**src/rtl/mpsm_pkg.sv**
```systemverilog
// ----------------------------------------------------------------------------
// mpsm_pkg: shared types and constants
// Opcodes, widths and controller/datapath command and status structs.
// ----------------------------------------------------------------------------
package mpsm_pkg;

    localparam int NODES    = 1024;
    localparam int MAX_LINE = 65536;
    localparam int NW       = $clog2(NODES);
    localparam int CW       = NW + 1;
    localparam int LW       = $clog2(MAX_LINE) + 1;
    localparam int WLW      = CW;

    localparam logic [2:0] OP_PAT   = 3'd0;
    localparam logic [2:0] OP_ENDP  = 3'd1;
    localparam logic [2:0] OP_BUILD = 3'd2;
    localparam logic [2:0] OP_TEXT  = 3'd3;
    localparam logic [2:0] OP_EOL   = 3'd4;

    typedef struct packed {
        logic [2:0] opcode;
        logic [7:0] symbol;
    } t_in;

    typedef struct packed {
        logic        kind;
        logic        found;
        logic [15:0] first_start;
        logic        status;
    } t_out;

    typedef enum logic [3:0] {
        C_NONE   = 4'b0000,
        C_CLEAR  = 4'b0001,
        C_START  = 4'b0010,
        C_STEP   = 4'b0100,
        C_FINISH = 4'b1000
    } t_cmd_op;

    typedef struct packed {
        t_cmd_op    op;
        logic [2:0] opcode;
        logic [7:0] symbol;
    } t_cmd;

    typedef struct packed {
        logic clear_done;
        logic done;
        t_out result;
        logic has_result;
    } t_stat;

endpackage

```
**src/rtl/mpsm_ctrl.sv**
```systemverilog
// ----------------------------------------------------------------------------
// mpsm_ctrl: sequencing controller
// Clears tables after reset, takes one item, steps the datapath, posts result.
// ----------------------------------------------------------------------------
module mpsm_ctrl (
    input  logic            i_clk,
    input  logic            i_rst_n,
    input  logic            i_in_valid,
    input  mpsm_pkg::t_in   i_in_data,
    output logic            o_in_ready,
    output logic            o_out_valid,
    output mpsm_pkg::t_out  o_out_data,
    input  logic            i_out_ready,
    output mpsm_pkg::t_cmd  o_cmd,
    input  mpsm_pkg::t_stat i_stat
);
    typedef enum logic [3:0] {
        S_CLEAR = 4'b0001,
        S_IDLE  = 4'b0010,
        S_RUN   = 4'b0100,
        S_POST  = 4'b1000
    } t_state;

    t_state r_state, n_state;
    logic   r_ov, n_ov;
    mpsm_pkg::t_out r_od, n_od;
    mpsm_pkg::t_in  r_item, n_item;

    assign o_in_ready  = (r_state == S_IDLE);
    assign o_out_valid = r_ov;
    assign o_out_data  = r_od;

    always_comb begin
        n_state = r_state;
        n_ov    = r_ov && !i_out_ready;
        n_od    = r_od;
        n_item  = r_item;
        o_cmd.op     = mpsm_pkg::C_NONE;
        o_cmd.opcode = r_item.opcode;
        o_cmd.symbol = r_item.symbol;
        case (r_state)
            S_CLEAR: begin
                o_cmd.op = mpsm_pkg::C_CLEAR;
                if (i_stat.clear_done) n_state = S_IDLE;
            end
            S_IDLE: begin
                if (i_in_valid) begin
                    n_item       = i_in_data;
                    o_cmd.op     = mpsm_pkg::C_START;
                    o_cmd.opcode = i_in_data.opcode;
                    o_cmd.symbol = i_in_data.symbol;
                    n_state      = S_RUN;
                end
            end
            S_RUN: begin
                o_cmd.op = mpsm_pkg::C_STEP;
                if (i_stat.done) begin
                    if (i_stat.has_result) n_state = S_POST;
                    else n_state = S_IDLE;
                end
            end
            S_POST: begin
                // wait for the output register to drain
                if (!r_ov || i_out_ready) begin
                    o_cmd.op = mpsm_pkg::C_FINISH;
                    n_ov     = 1'b1;
                    n_od     = i_stat.result;
                    n_state  = S_IDLE;
                end
            end
            default: n_state = S_CLEAR;
        endcase
    end

    always_ff @(posedge i_clk) begin
        if (!i_rst_n) begin
            r_state <= S_CLEAR;
            r_ov    <= 1'b0;
        end else begin
            r_state <= n_state;
            r_ov    <= n_ov;
        end
        r_od   <= n_od;
        r_item <= n_item;
    end
endmodule

```
**config.mk**
```make
export PLATFORM = sky130hd
export DESIGN_NAME = mpsm_ctrl
export DESIGN_NICKNAME = d
export VERILOG_FILES = /design/src/rtl/mpsm_pkg.sv /design/src/rtl/mpsm_ctrl.sv
export SDC_FILE = /design/constraint.sdc
export NUM_CORES = 1
export LEC_CHECK = 0
export ABC_AREA = 1
export BUFFER_PORTS_ARGS = -buffer_cell sky130_fd_sc_hd__buf_4
export CELL_PAD_IN_SITES_DETAIL_PLACEMENT = 1
export CELL_PAD_IN_SITES_GLOBAL_PLACEMENT = 1
export CORE_MARGIN = 10
export CORE_UTILIZATION = 32
export CTS_CLUSTER_SIZE = 14
export DETAILED_ROUTE_END_ITERATION = 7
export PLACE_DENSITY = 0.82
export REMOVE_ABC_BUFFERS = 1
export SYNTH_ARGS = -nofsm -noshare
export SYNTH_HDL_FRONTEND = slang
export SYNTH_SLANG_ARGS = --single-unit
```
**constraint.sdc**
```tcl
create_clock -name i_clk -period 2.4 [get_ports i_clk]
set_input_delay 0.48 -clock i_clk [delete_from_list [all_inputs] [get_ports i_clk]]
set_output_delay 0.48 -clock i_clk [all_outputs]
set_load 0.01 [all_outputs]
```
==> flow_summary_export.csv <==
group,metric,value,unit
placement,io_buffers,72,
power,seq_power_share,51.6,%
finish,n_antenna_cell,0,
clock_tree,clock-root-buffer,"clkbuf_8",
grt,grt_max_degree,24,
worst_setup_path,r2r-end,"o_out_data[0]",
worst_setup_path,cp_slowest_cell,"dfxtp_1",
worst_setup_path,path_class,"register to primary output",
floorplan,dieArea,7334,sq um
yosys,synth_mux_area_share,0,%
finish,fin_area,2063,sq um
clock_tree,ctsHoldBuffers,0,
yosys,synth_fa_ha_area_share,0,%
floorplan,die_w,85.64,um
timing,setup_viol,0,
hold_path,whs_path_depth,1,
yosys,syn_avg_cell_area,11.59,sq um
timing,max_freq,463.7,MHz
clock_tree,cts_buffers,5,
clock_tree,worst_skew_pair.late_latency,0.29,ns
worst_setup_path,worst_ep_arrival_time,1.68,ns
clock_tree,cts_repair_resize_count,0,
clock_tree,clock_sinks,35,
timing,finalHoldViolations,0,
power,p_int,0.0009947,W
detailed_routing,drtAntennaViolNets,0,
grt,grt_pass1_wl,6603,um
yosys,synth-seq-cells,35,
worst_setup_path,worstRegToRegCells,5,
finish,area_growth,49.64,%
grt,antenna_found_initial,0,
finish,mostFrequentLayoutCells,"74 x buf_4, 42 x nand2_1, 30 x edfxtp_1",
placement,routabilityCongestion,0.7827,
detailed_routing,wire_per_inst,16.43,um
timing,final.setup.tns,0,ns
worst_setup_path,r2r_setup_slack,0.90,ns
flow_run,maxCapViolations,0,
worst_setup_path,cp_max_fo,23,
worst_setup_path,cp-start-kind,"register",
hold_path,hp-class,"input port to register",
worst_setup_path,endpoint,"o_cmd[4]",
timing,relSlewSlack,82.90,%
yosys,syn_area,1379,sq um
detailed_routing,route.detailed.drc,0,
power,p_leak,0.9476,nW
power,power_frac_clock,30.9,%
outcome,status,"completed",
timing,tightestPinTransition,0.2564,ns
timing,finalCritPeriodShare,89.85,%
clock_tree,tritoncts,"built",
yosys,synth-simple-area-share,19.69,%
finish,fin_nets,235,
floorplan,die_y,85.64,um
finish,final_common_cell,"buf_4",
timing,worst_slack,0.2436,ns
yosys,yosysWarnings,0,
power,pwr-share-comb,17.5,%
power,power_density,655.9,nW/um^2
worst_setup_path,reg2reg_from,"r_state[3]",
worst_setup_path,worstSetupEndpointType,"primary output",
finish,n_fill_cell,484,
placement,dpl_cell_area,1974,sq um
detailed_routing,num_vias,1073,
worst_setup_path,path_cells,"inv_2 > nor2_2 > nand2_2 > nor2_4 > buf_4 > nand2_1 > nand2_1 > buf_4",
worst_setup_path,crit_path_start,"r_state[1]",
detailed_routing,first_pass_iters,4,
yosys,synth-compound-area-share,2.269,%
grt,track_usage,11.51,%
detailed_routing,vias_per_cell,4.309,
yosys,ys_seq_area_share,72.60,%
yosys,yosys-top-cells-area,"edfxtp_1 65%, nand2_1 11%, dfxtp_1 7.3%",
timing,rsz0062_at_grt,"no",
power,p_switching,0.0003585,W
power,switching_share,26.49,%
placement,dp_hpwl,3349,um
detailed_routing,wl,4092,um
timing,slew_violations,0,
yosys,syn_inst,119,
yosys,yosysTopAreaCell,"edfxtp_1",
worst_setup_path,critPathMaxStageDelay,0.41,ns
placement,dp_slack,0.5930,ns
grt,grt_pass1_vias,1259,
clock_tree,post_cts_buffers,0,
finish,drive_above_1_share,45.73,%
floorplan,row_count,23,
power,ir_drop,316.4,uV
timing,holdWs,0.3609,ns
timing,finalCriticalPeriod,2.156,ns
clock_tree,path_clk_slew,0.08,ns
worst_setup_path,critPathRequiredTime,1.92,ns
floorplan,ioPinCount,73,
floorplan,design.core.area,4086,sq um
detailed_routing,drt_iter0_drc,58,
floorplan,initial_utilization,33.74,%
yosys,synth_top_family_by_area,"simple AND/OR/NAND/NOR gates",
clock_tree,clk_path_buf_depth,2,
clock_tree,htreeDepth,2,
yosys,synth.top_cell.area_share,65.34,%
timing,skew,0.007996,ns
grt,grt.overflow.total,0,
yosys,yosysUniqueCellTypes,15,
yosys,synth_xor_area_share,0,%
## cell type report
type                            count  area, sq um  area share (%)
Clock buffer                        5        68.82           3.335
Clock inverter                      3        20.02          0.9703
Inverter                           14        52.55           2.547
Multi-Input combinational cell     68        302.8           14.68
Sequential cell                    35         1001           48.51
Tap cell                           50        62.56           3.032
Timing Repair Buffer               74        555.5           26.93
## state kept, by name, indices dropped and copies added (netlist names)
name / count
o_out_data: 19
o_out_valid: 1
r_item: 11
r_state: 4
## metrics by stage
stage / std cells / total power (W) / util (%)
6_report: 249 / 0.001353 / 50.49
5_1_grt: 249 / 0.001436 / 50.49
4_1_cts: 249 / 0.001378 / 50.49
3_5_place_dp: 241 / 0.0009525 / 48.32
3_3_place_gp: 241 / 0.0009436 / 48.32
2_1_floorplan: 117 / 0.0008244 / -
## power by group through the flow
stage / combinational, W / clock, W / sequential, W
after floorplan: 0.000116 / 0 / 0.000709
after global placement: 0.000233 / 0 / 0.000710
after detailed placement: 0.000241 / 0 / 0.000712
after CTS: 0.000244 / 0.000435 / 0.000699
after global routing: 0.000271 / 0.000464 / 0.000701
final: 0.000237 / 0.000418 / 0.000699
## cells in the mapped netlist
cell type and instances:
buf_6 2, nor2_2 3, a21oi_1 3, nand3_2 1, nand3_1 4, edfxtp_1 30, nand4_1 1, inv_2 2
nand2_2 1, dfxtp_1 5, nor2_1 11, inv_1 12, a21oi_4 1, nor2_4 1, nand2_1 42
## worst max-delay path, delay by kind of cell (launching register included)
family	cells	cell delay, ns
buf+inv	3	0.45
flops	1	0.41
simple gates	5	0.52
## per-layer routing
layer  vias up  wire length (um)  track usage (%)
met5         -                 0                0
met4         0                23            3.593
met3         4               187            3.974
met2        26              2467            22.96
met1       503              1414            10.44
li1        540                 -                -
## worst min-delay path by stage
stage	endpoint	from	slack [ns]
finish	o_out_data[4]	i_stat[5]	0.36
CTS	o_out_data[2]	i_stat[3]	0.35
detailed placement	r_state[1]	r_state[1]	0.54
global placement	r_state[1]	r_state[1]	0.54
global route	o_out_data[4]	i_stat[5]	0.34
floorplan	r_state[1]	r_state[1]	0.51
## cell families after synthesis
kind of cell           count (synthesis)
AO/OA/AOI/OAI                          4
buffers and inverters                 16
flip-flops                            35
AND/OR/NAND/NOR                       64
Note: power is estimated with default switching activity, not from simulation.
